**src/design/mvn_fifo.sv**
```systemverilog
// ----------------------------------------------------------------------------
// Small queue
// Register based first-in first-out queue with full and empty flags.
// ----------------------------------------------------------------------------
module mvn_fifo #(
  parameter int WIDTH = 8,
  parameter int DEPTH = 2
) (
  input  logic             clk,
  input  logic             rst_n,
  input  logic             push,
  input  logic [WIDTH-1:0] wdata,
  output logic             full,
  input  logic             pop,
  output logic [WIDTH-1:0] rdata,
  output logic             empty
);

  localparam int PTR_W = (DEPTH > 1) ? $clog2(DEPTH) : 1;
  localparam int CNT_W = $clog2(DEPTH + 1);

  logic [WIDTH-1:0] mem_r [DEPTH];
  logic [PTR_W-1:0] wr_ptr_r;
  logic [PTR_W-1:0] rd_ptr_r;
  logic [CNT_W-1:0] cnt_r;
  logic             push_ok;
  logic             pop_ok;

  assign full    = (cnt_r == CNT_W'(DEPTH));
  assign empty   = (cnt_r == '0);
  assign push_ok = push && !full;
  assign pop_ok  = pop && !empty;
  assign rdata   = mem_r[rd_ptr_r];

  always_ff @(posedge clk) begin
    if (!rst_n) begin
      wr_ptr_r <= '0;
      rd_ptr_r <= '0;
      cnt_r    <= '0;
    end else begin
      if (push_ok) begin
        mem_r[wr_ptr_r] <= wdata;
        wr_ptr_r <= (wr_ptr_r == PTR_W'(DEPTH - 1)) ? '0 : wr_ptr_r + 1'b1;
      end
      if (pop_ok) begin
        rd_ptr_r <= (rd_ptr_r == PTR_W'(DEPTH - 1)) ? '0 : rd_ptr_r + 1'b1;
      end
      if (push_ok && !pop_ok) begin
        cnt_r <= cnt_r + 1'b1;
      end else if (pop_ok && !push_ok) begin
        cnt_r <= cnt_r - 1'b1;
      end
    end
  end

endmodule

```
**config.mk**
```make
export PLATFORM = sky130hd
export DESIGN_NAME = mvn_fifo
export DESIGN_NICKNAME = d
export VERILOG_FILES = /design/src/design/mvn_fifo.sv
export SDC_FILE = /design/constraint.sdc
export NUM_CORES = 1
export LEC_CHECK = 0
export BUFFER_PORTS_ARGS = -buffer_cell sky130_fd_sc_hd__clkbuf_2
export CAP_MARGIN = 20
export CORE_UTILIZATION = 40
export DETAILED_ROUTE_END_ITERATION = 6
export PLACE_DENSITY_LB_ADDON = 0.2
export SLEW_MARGIN = 20
export SYNTH_ARGS = -nofsm -noshare
export SYNTH_HDL_FRONTEND = slang
export SYNTH_SLANG_ARGS = --single-unit
```
**constraint.sdc**
```tcl
create_clock -name clk -period 2.26 [get_ports clk]
set_clock_uncertainty 0.15 [all_clocks]
set_input_delay 0.113 -clock clk [delete_from_list [all_inputs] [get_ports clk]]
set_output_delay 0.113 -clock clk [all_outputs]
set_load 0.005 [all_outputs]
```
=== After elaboration in Yosys (flattened, before gate mapping) ===
Memories as Yosys holds them, arrays and structs flattened. A register that Yosys moved wholly into a read port is not among the register bits.
Index checks and enable logic that the tools add are counted.

* $add $sub $neg: 4
* Equality and inequality tests: 1
* Muxes and demuxes: 9
* Reduce and logical (&&, ||, !) cells: 10

{| class="wikitable"
|+ Operator list
! kind !! number
|-
| two-way mux 1 bit || 7
|-
| logical AND 1 bit || 4
|-
| zero test 1 bit || 4
|-
| two-way mux 2 bit || 2
|-
| adder 1 bit, second input constant || 2
|-
| adder 2 x 1 -> 2 bit, second input constant || 1
|-
| == test 2 bit, second input constant || 1
|-
| zero test 2 bit || 1
|-
| nonzero test 2 bit || 1
|-
| subtractor 2 x 1 -> 2 bit, second input constant || 1
|}

* Bits in registers: 4
* Bits in writable memories: 16
* Input bits: 12
* Output and inout port bits: 10
* Logic and storage cells: 28
* Memories: 1

{| class="wikitable"
|+ Memory list
! name !! depth !! width !! rd ports !! clocked after memory_dff !! wr ports !! line !! source
|-
| mem_r || 2 || 8 || 1 || 1 || 1 || 22 || <nowiki>logic [WIDTH-1:0] mem_r [DEPTH];</nowiki>
|}

=== Logic depth before layout (Yosys ltp) ===
Gate-level depths: netlist of the first run.

* Word-level depth: 7
* Depth in mapped cells: 6
* Depth with buffers taken out: 6

=== Least setup slack after synthesis of the first run ===
No wires, ideal clock.

* Path kind: flip-flop to flip-flop
* Start point: register cnt_r[0]
* End point: memory mem_r[0][0] (enable)
* Library setup time: 398 ps
* Arrival: 1,441 ps
* Required time: 1,712 ps
* Slack: 271 ps
* Cell stages (with the launch flop): 3
* Buffers on the path: 0
* Clock period less this slack: 1,989 ps
* Path through: dfxtp_1 > nor2b_2 > nor4b_1

* Word-level cells in the longest chain between the ends: 6

{| class="wikitable"
|+ Ends and longest elaborated chain
! item !! line !! source
|-
| from (decl) || 25 || <nowiki>logic [CNT_W-1:0] cnt_r;</nowiki>
|-
| from (signal assigned) || 49 || <nowiki>cnt_r <= cnt_r + 1'b1;</nowiki>
|-
| from (signal assigned) || 51 || <nowiki>cnt_r <= cnt_r - 1'b1;</nowiki>
|-
| == test 2 bit || 29 || <nowiki>assign full = (cnt_r == CNT_W'(DEPTH));</nowiki>
|-
| via full || 13 || <nowiki>output logic full,</nowiki>
|-
| zero test 1 bit || 31 || <nowiki>assign push_ok = push && !full;</nowiki>
|-
| logical AND 1 bit || 31 ||
|-
| two-way mux 1 bit || 41 || <nowiki>if (push_ok) begin</nowiki>
|-
| two-way mux 1 bit || 36 || <nowiki>if (!rst_n) begin</nowiki>
|-
| two-way mux 1 bit (implied by the code) || 42 || <nowiki>mem_r[wr_ptr_r] <= wdata;</nowiki>
|-
| to (decl) || 22 ||
|}

The timed path passes the listed nets, and every way through them passes these cells.

=== Worst setup path in the final report of the first run ===
* Start point: register cnt_r[1]
* End point: register cnt_r[1]

* Word-level cells in the longest chain between the ends: 6
* Elaborated cells on any way between the ends: 15
* Classes of those cells: 2 x add/sub; 1 x eq/ne; 2 x mux; 10 x reduce/logical

{| class="wikitable"
|+ Ends and longest elaborated chain
! item !! line !! source
|-
| == test 2 bit (*) || 29 ||
|-
| zero test 1 bit (*) || 31 ||
|-
| logical AND 1 bit (*) || 31 ||
|-
| via push_ok || 26 || <nowiki>logic push_ok;</nowiki>
|-
| zero test 1 bit || 50 || <nowiki>end else if (pop_ok && !push_ok) begin</nowiki>
|-
| logical AND 1 bit || 50 ||
|-
| nonzero test 2 bit (no line) || n/a ||
|}

Mark *: on every way through the listed nets, which the timed path passes. The rest lies on a longest branch. The select of a mux whose other input is x is not followed.
A chain may end at the register's enable or synchronous reset.

==> results.txt, run 1 <==
- Cell with the most instances after synthesis: edfxtp_1
- Vias after detailed routing: 491
- TritonCTS built the clock tree.
- Setup tns final: 0 ns
- Rel. slew slack: 74.9%
- Measured slew at the worst slew-check pin: 0.377 ns
- Die Width: 47.0 um
- Once layout is complete, the cells apart from fillers number 109.
- Endpoint of the worst register-to-register path: cnt_r[1]$_SDFFE_PN0P_
- Filler Cell Count: 148
- Inserted Diodes: 0
- Clock slew at the register clock pins of the worst setup and hold paths: 0.11 ns
* Portion of synthesized cell area occupied by the leading cell type: 59.3%
* Clock network fraction of design power: 18.0%
* Worst-case hold path end point: wr_ptr_r$_SDFFE_PN0P_
* I/O pin total: 22
* Global-route met1 utilization: 14.2%
* Setup repair bufs after CTS: 0
- After the first detailed-routing iteration, the DRC count stood at 5.
- Number of clock sinks seen by CTS: 21
- Net switching is 27.8% of the power.
* Share of synthesized registers carrying an async set or reset: 0%
* Startpoint of the worst register-to-register path: cnt_r[1]$_SDFFE_PN0P_
- The number of buffers and inverters on the critical path is 0.
* Final GP Congestion: 0.674
- In this run the worst path has a maximum fanout of 5.
* Pins Over Slew Limit: 0
* Critical setup path kind: reg -> reg
* Total of endpoints with negative setup slack in the final report: 0
- Across the VDD grid, the largest voltage drop is 0.000546 V.
- Summed over all layers, the routed wires come to 1220 um.
* Number of max-cap violations: 0
* Hold path depth: 4
* Post-synthesis net count: 63
- Relative to the synthesized area, the layout overhead comes to 32.4%.
- The first global-routing pass estimated 1900 um of wire.
- Area of all placed cells without fillers: 1070 um^2
- Required arrival time at the worst endpoint: 2.35 ns
- Number of global-route vias before repair: 467
- Mapped Avg Cell Area: 16.2 um^2
- In this run the static leakage power is 0.424 nW.
* Dominant register cell in the synthesized netlist: edfxtp_1
* Sequential cell fraction of total power: 53.3%
* Number of levels in the clock H-tree: 1
* Gate count after technology mapping: 50
- Number of remaining DRC errors: 0
* Endpoint class of the critical path: register
- After floorplanning, the core was divided into 15 placement rows.
- Shortest clock period the worst path allows after layout: 1.76 ns
* Cell count after placement: 96
- STA puts the critical path data arrival time at 1.85 ns.
- Combinational cell fraction of total power: 28.7%
* Final Net Count: 98
- Summed over all layers, the global routing overflow is 0.
- For the worst flop-to-flop path, the logic depth is 5.
* Worst hold path type: in -> reg
- Minimum setup slack among reg-to-reg paths: 0.50 ns
- Global routing consumed, on the met3 layer, 4.62% of the routing resources.
- Share of the yosys chip area belonging to registers: 71.6%
- Busiest metal layer after global routing: met2
- The signal on the critical path passes through nor2b_2 > nor2_1 > ha_1 > or3_1 > a21boi_1.
- The largest single stage delay on the critical path is 0.38 ns.
* Achievable clock frequency: 569 MHz
- Kind of start point of the critical path: register
- The run finished with clean final reports.
- RSZ-0062 raised after global routing: false
- Vert. Die Dim: 47.0 um
- Using the TritonRoute via totals, the vias-per-cell ratio works out to 4.50.
- Counting the buffers created by CTS gives 3.
* Worst skew pair latency: 0.30 ns
- For met2 alone, demand over resource in global routing was 23.6%.
* Placeable Area: 1820 um^2
- Internal Power: 0.707 mW
* Area enclosed by the die boundary: 2210 um^2
- In this run the most critical hold path is launched from push.
- The Yosys step of the flow raised 0 warnings.
- The initial antenna violation count is 0.
* IO buf count: 21
- Number of distinct standard cells referenced by the synthesized netlist: 17
* Period Utilization, post-route: 77.8%
- Maximum buffer depth of the clock tree: 2
- The analysis attributes to net switching a power of 0.273 mW.
- For this run, the total global-route usage over all layers was measured as 13.7%.
* Synthesized cell area: 811 um^2
- CP max-delay cell: dfxtp_1
* Starting utilization of the core area: 44.5%
* Clock Root Buffer: clkbuf_4
- In the synthesized netlist, the cells that appear most often are edfxtp_1 (16), mux2_2 (8), dfxtp_1 (5).
- Number of detailed-routing iterations run before antenna repair: 5
- Share of post-route cells with drive strength above 1: 42.9%
* Count of flip-flops with a built-in enable after synthesis: 16
- Placed Area: 956 um^2
- Leading area contributor after synthesis: edfxtp_1
- Yosys attributes the largest share of cell area to edfxtp_1 (59%), dfxtp_1 (12%), mux2_2 (11%), and2_1 (2.3%), xnor2_1 (2.2%).
* Power density over the cells: 912 nW/um^2
- The count of final hold-check violations is 0.
* Maximum number of pins on one net before global-route repair: 13
- Drt wl/cell: 11.2 um
- Once detail routing completed, the nets flagged for antenna violations numbered 0.
- The cell family contributing the most delay on the critical path is simple AND/OR/NAND/NOR gates.
- Yosys reg bits: 21
## worst max-delay path by stage
stage / startpoint / cells past startpoint / to / slack, ns
floorplan: cnt_r[0]$_SDFFE_PN0P_ / 2 / mem_r[0][0]$_DFFE_PP_ / 0.27
global placement: cnt_r[1]$_SDFFE_PN0P_ / 5 / cnt_r[1]$_SDFFE_PN0P_ / 0.59
detailed placement: cnt_r[1]$_SDFFE_PN0P_ / 5 / cnt_r[1]$_SDFFE_PN0P_ / 0.52
CTS: cnt_r[1]$_SDFFE_PN0P_ / 5 / cnt_r[1]$_SDFFE_PN0P_ / 0.49
global route: cnt_r[1]$_SDFFE_PN0P_ / 5 / cnt_r[1]$_SDFFE_PN0P_ / 0.38
finish: cnt_r[1]$_SDFFE_PN0P_ / 5 / cnt_r[1]$_SDFFE_PN0P_ / 0.50
## flip-flops by register name, summed over array words and instances (netlist names), named ones only
name,count
cnt_r,2
mem_r,16
rd_ptr_r,1
wr_ptr_r,1
## layout by cell type, fill, tap and decap left out, types with 2 or more instances in the layout
master	count
a21boi_1	2
and2_1	3
clkbuf_2	21
clkbuf_4	3
dfxtp_1	5
dlygate4sd3_1	9
edfxtp_1	16
mux2_2	8
nor2_1	2
o21ai_0	2
or3_1	2
xnor2_1	2
## layout make-up
cell class                      instances  area, um^2  share of cell area [%]
Multi-Input combinational cell         27         228                    21.2
Tap cell                               25        31.3                    2.91
Clock buffer                            3        22.5                    2.10
Timing Repair Buffer                   31         203                    18.9
Inverter                                1        3.75                   0.350
Sequential cell                        21         581                    54.1
Clock inverter                          1        5.00                   0.466
## stage by stage
stage                     util [%]  hold WS (ns)  power (mW)  setup WS, ns
after detailed placement      52.5         0.158       0.801         0.523
after CTS                     59.0        0.0569       0.992         0.486
after global placement        52.5         0.154       0.798         0.587
after floorplan                  -        0.0619       0.703         0.271
final                         59.0        0.0618       0.979         0.501
after global routing          59.0        0.0783        1.05         0.378
## power by group through the flow
| stage | sequential [mW] | combinational (mW) | clock, mW |
|---|---|---|---|
| global placement | 0.530 | 0.269 | 0 |
| floorplan | 0.505 | 0.198 | 0 |
| detailed placement | 0.531 | 0.270 | 0 |
| CTS | 0.523 | 0.285 | 0.185 |
| global route | 0.531 | 0.321 | 0.194 |
| finish | 0.522 | 0.281 | 0.177 |
## worst reg2reg max path, delay by kind of cell, from the launching register on
family / cells / cell delay (ns)
and+or+nand+nor: 3 / 0.71
DFF: 1 / 0.38
adders and majority gates: 1 / 0.34
AOI/OAI and AO/OA: 1 / 0.13
## cell families (layout without fill, tap and decap cells)
| kind of cell | count (synthesis) | count (layout) | synth area share [%] |
|---|---|---|---|
| AOI/OAI and AO/OA | 5 | 5 | 3.70 |
| xor gates and xnor gates | 3 | 3 | 3.24 |
| adders and majority gates | 1 | 1 | 1.54 |
| buffers and inverters | 2 | 36 | 1.08 |
| DFF | 21 | 21 | 71.6 |
| muxes | 8 | 8 | 11.1 |
| and+or+nand+nor | 10 | 10 | 7.72 |
## routing by layer
metal | routed length [um] | vias up
met5 | 0 | -
met3 | 49 | 2
met1 | 540 | 220
met4 | 10 | 0
met2 | 621 | 16
li1 | - | 253
## what timing repair did
item | 4_1_cts | 5_1_grt
gates resized for setup | 0 | 0
endpoints found under the hold margin | 21 | 0
setup endpoints to repair | 0 | 0
hold buffers | 9 | 0
Note: power is estimated with default switching activity, not from simulation.
==> run 2: changes to the inputs <==
- clock period: 2.26 -> 1.6 ns (I/O delays scaled with it)
==> results.txt, run 2 (same netlist as run 1, synthesis figures left out) <==
- Minimum setup slack among reg-to-reg paths: 0.06 ns (-0.44 ns)
* Reg2reg path depth: 5 (unchanged)
* Critical setup path kind: reg -> reg
* Required arrival time at the worst endpoint: 1.68 ns (-0.67 ns)
- Highest-count cells in the layout ignoring fill and taps: clkbuf_2 (21), edfxtp_1 (16), dlygate4sd3_1 (9)
- Data arrival time of the worst path: 1.62 ns (-0.23 ns)
* Number of buffers added by the clock tree synthesis step: 3 (unchanged)
- The highest clock frequency the design can meet is 648 MHz (+14%).
* Inserted Diodes: 0 (unchanged)
- Placeable Area: 1820 um^2 (unchanged)
* DRT antenna net count: 0 (unchanged)
- Number of max-cap violations: 0 (unchanged)
- The worst-margin pin slew came to 0.199 ns (-0.178 ns).
- The power per cell area was 1320 nW/um^2 (+44%).
- Setup repair bufs after CTS: 0 (unchanged)
* Number of remaining DRC errors: 0 (unchanged)
* Final instance count without filler cells: 113 (+3.7%)
* Worst path bufs/invs: 0 (unchanged)
* Maximum buffer depth of the clock tree: 2 (unchanged)
- More flip-flops sit in one register than any other, and that register is mem_r.
- Largest delay contributor family on the critical path: simple AND/OR/NAND/NOR gates
- The routed length per placed instance was 11.7 um (+4.5%).
* Leading cell type in the layout, fill and taps excluded: clkbuf_2
- The number of primary I/O pins came to 22 (unchanged).
- Vert. Die Dim: 47.0 um (unchanged)
* Total routed wirelength: 1320 um (+8.3%)
- Run status: complete, no violations
- Setup repair after global routing could not meet its margin everywhere.
- Wire length of the first global-routing pass: 1970 um (+3.6%)
* Number of antenna violations at the first check in global routing: 0 (unchanged)
- The static leakage power was 0.444 nW (+4.8%).
* Starting utilization of the core area: 44.5% (unchanged)
* Area enclosed by the die boundary: 2210 um^2 (unchanged)
* Cell count after placement: 100 (+4.2%)
- Clock Root Buffer: clkbuf_4
- Final Net Count: 102 (+4.1%)
* Clock slew at the register clock pins of the worst setup and hold paths: 0.10 ns (about the same)
- Highest fanout seen on the critical path: 3 (-2)
- Iteration-0 DRC Markers: 6 (+1)
- The number of input and output port buffers inserted is 21 (unchanged).
- The total global-route track usage is 13.3% (-0.35 points).
- Share of post-route cells with drive strength above 1: 51.1% (+8.3 points)
* Hold path depth: 4 (unchanged)
* Shortest clock period the worst path allows after layout: 1.54 ns (-0.217 ns)
- Compared with the post-synthesis result, the final layout area differs by 38.1%.
- The post-route core utilization is 61.5% (+2.5 points).
- Number of levels in the clock H-tree: 1 (unchanged)
- Among all stages on the critical path, the largest delay is contributed by dfxtp_2.
- Min-delay src: pop
- The x dimension of the die is 47.0 um (unchanged).
- The count of pins over their slew limit came to 0 (unchanged).
- The placer's final routability congestion estimate is 0.735 (+9.0%).
- TritonCTS clock tree: yes
- The total number of placement rows came to 15 (unchanged).
- The worst setup path is captured at a register.
- The total global routing overflow was 0 (unchanged).
- Worst slack on hold paths: 0.0329 ns (-0.0289 ns)
* Vias after detailed routing: 534 (+8.8%)
- Largest registers ranked by flip-flop count: mem_r: 16 flops, cnt_r: 2 flops
- DP HPWL: 857 um
- The via density per instance was 4.73 (+4.9%).
- Maximum number of pins on one net before global-route repair: 12 (-1)
* Max reg flops: 16 (unchanged)
- Worst stage delay on the critical path: 0.35 ns (-0.03 ns)
- Number of global-route vias before repair: 504 (+7.9%)
* Hold Vio Cnt, Final: 0 (unchanged)
* Kind of start point of the critical path: register
- Worst skew pair latency: 0.29 ns (about the same)
* Worst supply voltage drop on vdd: 0.000851 V (+56%)
- Endpoint of the worst register-to-register path: cnt_r[1]$_SDFFE_PN0P_
* Number of clock sinks seen by CTS: 21 (unchanged)
- The critical path goes through nor2b_4 > nor2_2 > ha_2 > or3_1 > a21boi_1.
- Startpoint of the worst register-to-register path: cnt_r[1]$_SDFFE_PN0P_
- The total of endpoints with negative setup slack in the final report is 0 (unchanged).
* Worst hold path type: in -> reg
* Rel. slew slack: 86.8% (+12 points)
- Period Utilization, post-route: 96.4% (+19 points)
- Number of detailed-routing iterations run before antenna repair: 3 (-2)
run 2: cell types whose count changed in the layout (fill, tap and decap cells not counted), sizes merged:
cell | previous run | this run
clkbuf | 24 | 25
clkinv | 1 | 0
buf | 1 | 5
run 2: routing by layer:
| layer | GRT usage (%) | up-vias | share of wire (%) |
|---|---|---|---|
| li1 | - | 261 | - |
| met1 | 16.1 | 254 | 46 |
| met2 | 22.8 | 15 | 49 |
| met3 | 2.31 | 4 | 2.7 |
| met4 | 6.86 | 0 | 2.0 |
| met5 | 0 | - | 0 |
run 2: how the worst max path moves through the flow:
stage	cells after the start	endpoint	slack, ns	start
floorplan	2	mem_r[0][0]$_DFFE_PP_	-0.01	cnt_r[0]$_SDFFE_PN0P_
global placement	5	cnt_r[1]$_SDFFE_PN0P_	0.05	cnt_r[1]$_SDFFE_PN0P_
detailed placement	5	cnt_r[1]$_SDFFE_PN0P_	0.03	cnt_r[1]$_SDFFE_PN0P_
CTS	2	rdata[2]	0.0003	register
global route	5	cnt_r[1]$_SDFFE_PN0P_	-0.05	cnt_r[1]$_SDFFE_PN0P_
finish	5	cnt_r[1]$_SDFFE_PN0P_	0.06	cnt_r[1]$_SDFFE_PN0P_
run 2: layout make-up:
class	count	area, um^2
fill	146	701
sequential	21	584
multi-input combinational	27	241
timing repair buffer	35	233
tap	25	31.3
clock buffer	4	26.3
inverter	1	3.75
run 2: worst reg2reg max path: stages, from the launching register on:
cell and delay [ns]:
dfxtp_2 0.35, nor2b_4 0.13, nor2_2 0.10, ha_2 0.29, or3_1 0.35, a21boi_1 0.12
run 2: power by group:
group          total [mW]  internal (mW)  switching, mW
clock               0.242         0.0970          0.145
combinational       0.485          0.292          0.193
sequential          0.746          0.675         0.0711
total                1.47           1.06          0.410
run 2: timing repair:
action                                 CTS  global route
setup endpoints to repair                1             9
pin swaps                                0             1
endpoints found under the hold margin   21             0
resized for setup                        1             5
hold buffers                             9             0
run 2: stage by stage:
step                      instance area (um^2)  setup WS [ns]  TNS, ns  power [mW]
after floorplan                            822        -0.0122  -0.0976        1.01
after global placement                     991         0.0520        0        1.19
after detailed placement                   991         0.0290        0        1.19
after CTS                                 1110       0.000317        0        1.45
after global routing                      1120        -0.0458  -0.0458        1.57
final                                     1120         0.0577        0        1.47
==> run 3: changes to the inputs <==
- clock period: 1.6 -> 1.9 ns (I/O delays scaled with it)
==> results.txt, run 3 (same netlist as run 1, synthesis figures left out) <==
- Run status: complete, no violations
- The largest registers in the layout are mem_r: 16 flops, cnt_r: 2 flops.
* Total routed wirelength: 1240 um (-6.5%)
- Post-detailed-route via-to-cell ratio: 4.57 (-3.3%)
- The number of nets with antenna violations after detailed routing is 0 (unchanged).
- The number of CTS-inserted buffers was 3 (unchanged).
- Minimum setup slack among reg-to-reg paths: 0.18 ns (+0.12 ns)
* Critical setup path kind: reg -> reg
- The DRC violations left came to 0 (unchanged).
* Final Net Count: 98 (-3.9%)
- RSZ-0062 raised after global routing: false
- Vias after detailed routing: 498 (-6.7%)
* Number of max-cap violations: 0 (unchanged)
* Reg2reg path depth: 5 (unchanged)
- Wire length of the first global-routing pass: 1660 um (-16%)
* Total global-route track usage: 11.6% (-1.7 points)
* Final GP Congestion: 0.695 (-5.4%)
- Number of antenna violations at the first check in global routing: 0 (unchanged)
- Setup tns final: 0 ns (unchanged)
- The number of input and output port buffers inserted was 21 (unchanged).
- The number of buffers inserted by post-CTS setup repair is 0 (unchanged).
- Met2 routed wirelength: 613 um (-5.0%)
- Number of global-route vias before repair: 403 (-20%)
- Hold Vio Cnt, Final: 0 (unchanged)
- In this run the worst hold path is classified as in -> reg.
* Clock Root Buffer: clkbuf_4
* Highest fanout seen on the critical path: 5 (+2)
- The total clock sinks is 21 (unchanged).
* Number of levels in the clock H-tree: 1 (unchanged)
- The area growth from synthesis to layout is 33.0%.
- The core area came to 1820 um^2 (unchanged).
- TritonCTS clock tree: yes
- Total of endpoints with negative setup slack in the final report: 0 (unchanged)
- Max reg flops: 16 (unchanged)
- Period Utilization, post-route: 90.6% (-5.8 points)
* Required arrival time at the worst endpoint: 1.99 ns (+0.31 ns)
- The clock input transition at the sequential cells of the worst setup and hold paths is 0.11 ns (about the same).
- Tracing the worst setup path back leads to its startpoint at cnt_r[1]$_SDFFE_PN0P_.
- The highest clock frequency the design can meet came to 581 MHz (-10%).
- Final instance count without filler cells: 109 (-3.5%)
* Die Width: 47.0 um (unchanged)
* Measured slew at the worst slew-check pin: 0.409 ns (+0.210 ns)
- Inserted Diodes: 0 (unchanged)
* Detail Route met3 WL: 39 um (+8.3%)
- Drt wl/cell: 11.4 um (-3.1%)
- The power per cell area came to 1090 nW/um^2 (-17%).
- Highest-count cells in the layout ignoring fill and taps: clkbuf_2 (21), edfxtp_1 (16), dlygate4sd3_1 (9)
* Starting utilization of the core area: 44.5% (unchanged)
* Maximum number of pins on one net before global-route repair: 13 (+1)
- The area of the die came to 2210 um^2 (unchanged).
- The post-placement cell count came to 96 (-4.0%).
- Highest Signal Layer: met4
- The endpoint arrival time on the critical path was 1.81 ns (+0.19 ns).
- The met1 wire length came to 581 um (-5.5%).
* Iteration-0 DRC Markers: 1 (-5)
* Area of all placed cells without fillers: 1080 um^2 (-3.7%)
- Kind of start point of the critical path: register
- Overall power after layout: 1.17 mW (-20%)
- I/O pin total: 22 (unchanged)
* Number of cell rows: 15 (unchanged)
- The worst relative slew slack was 72.7% (-14 points).
* Share of post-route cells with drive strength above 1: 42.9% (-8.3 points)
- Number of detailed-routing iterations run before antenna repair: 2 (-1)
- The y dimension of the die was 47.0 um (unchanged).
- The time the final worst path needs with I/O delays and setup came to 1.72 ns (+0.178 ns).
* Largest register by flop count: mem_r
* Capturing element of the worst setup path: cnt_r[1]$_SDFFE_PN0P_
* Worst skew pair latency: 0.29 ns (about the same)
- The static leakage power is 0.425 nW (-4.3%).
- Worst supply voltage drop on vdd: 0.000549 V (-35%)
- The total global routing overflow came to 0 (unchanged).
* Endpoint class of the critical path: register
- The count of pins over their slew limit came to 0 (unchanged).
- Placed Area: 956 um^2 (-3.5%)
* Endpoint of the worst register-to-register path: cnt_r[1]$_SDFFE_PN0P_
- The startpoint identified for the worst register-to-register timing path is cnt_r[1]$_SDFFE_PN0P_.
- Leading cell type in the layout, fill and taps excluded: clkbuf_2
- Maximum buffer depth of the clock tree: 2 (unchanged)
[run 3: cell count changes in the layout (fill, tap and decap cells not counted), sizes merged]
| cell | change |
|---|---|
| buf | -4 |
| clkbuf | -1 |
| clkinv | +1 |
[run 3: repair_timing]
item / CTS / global route
endpoints found under the hold margin: 21 / 0
hold buffers: 9 / 0
gates resized for setup: 0 / 1
setup endpoints to repair: 0 / 1
[run 3: metal layers]
metal	global-route usage [%]	vias up
met5	0	-
met4	5.14	0
met3	3.46	2
met2	18.9	13
met1	14.4	231
li1	-	252
[run 3: through the flow]
step                      worst slack (ns)  hold slack [ns]  utilization (%)
final                                0.179           0.0364             59.2
after detailed placement             0.146            0.140             52.5
after CTS                            0.111           0.0293             59.0
after global placement               0.230            0.134             52.5
after global routing                0.0659           0.0546             59.2
after floorplan                      0.257           0.0439                -
[run 3: how the worst min path moves through the flow]
stage                             to  depth (start not counted)  startpoint  slack, ns
6_report       wr_ptr_r$_SDFFE_PN0P_                          4        push       0.04
5_1_grt        wr_ptr_r$_SDFFE_PN0P_                          4        push       0.05
4_1_cts        wr_ptr_r$_SDFFE_PN0P_                          4        push       0.03
3_5_place_dp   mem_r[1][6]$_DFFE_PP_                          1    wdata[6]       0.14
3_3_place_gp   mem_r[1][1]$_DFFE_PP_                          1    wdata[1]       0.13
2_1_floorplan  mem_r[0][0]$_DFFE_PP_                          0    wdata[0]       0.04
[run 3: power breakdown]
part | switching, mW | internal, mW
Combinational | 0.132 | 0.207
Sequential | 0.0661 | 0.562
Clock | 0.128 | 0.0783
[run 3: layout make-up]
cell class	count	area, um^2
clock buffers	3	22.5
clock inverters	1	5.00
fillers	158	742
inverters	1	3.75
multi-input cells	27	233
flip-flops and latches	21	581
well taps	25	31.3
repair buffers	31	203
[run 3: critical path, stage by stage, from the launching register on]
cell      delay (ns)
dfxtp_1         0.41
nor2b_4         0.22
nor2_1          0.07
ha_1            0.33
or3_1           0.35
a21boi_1        0.13
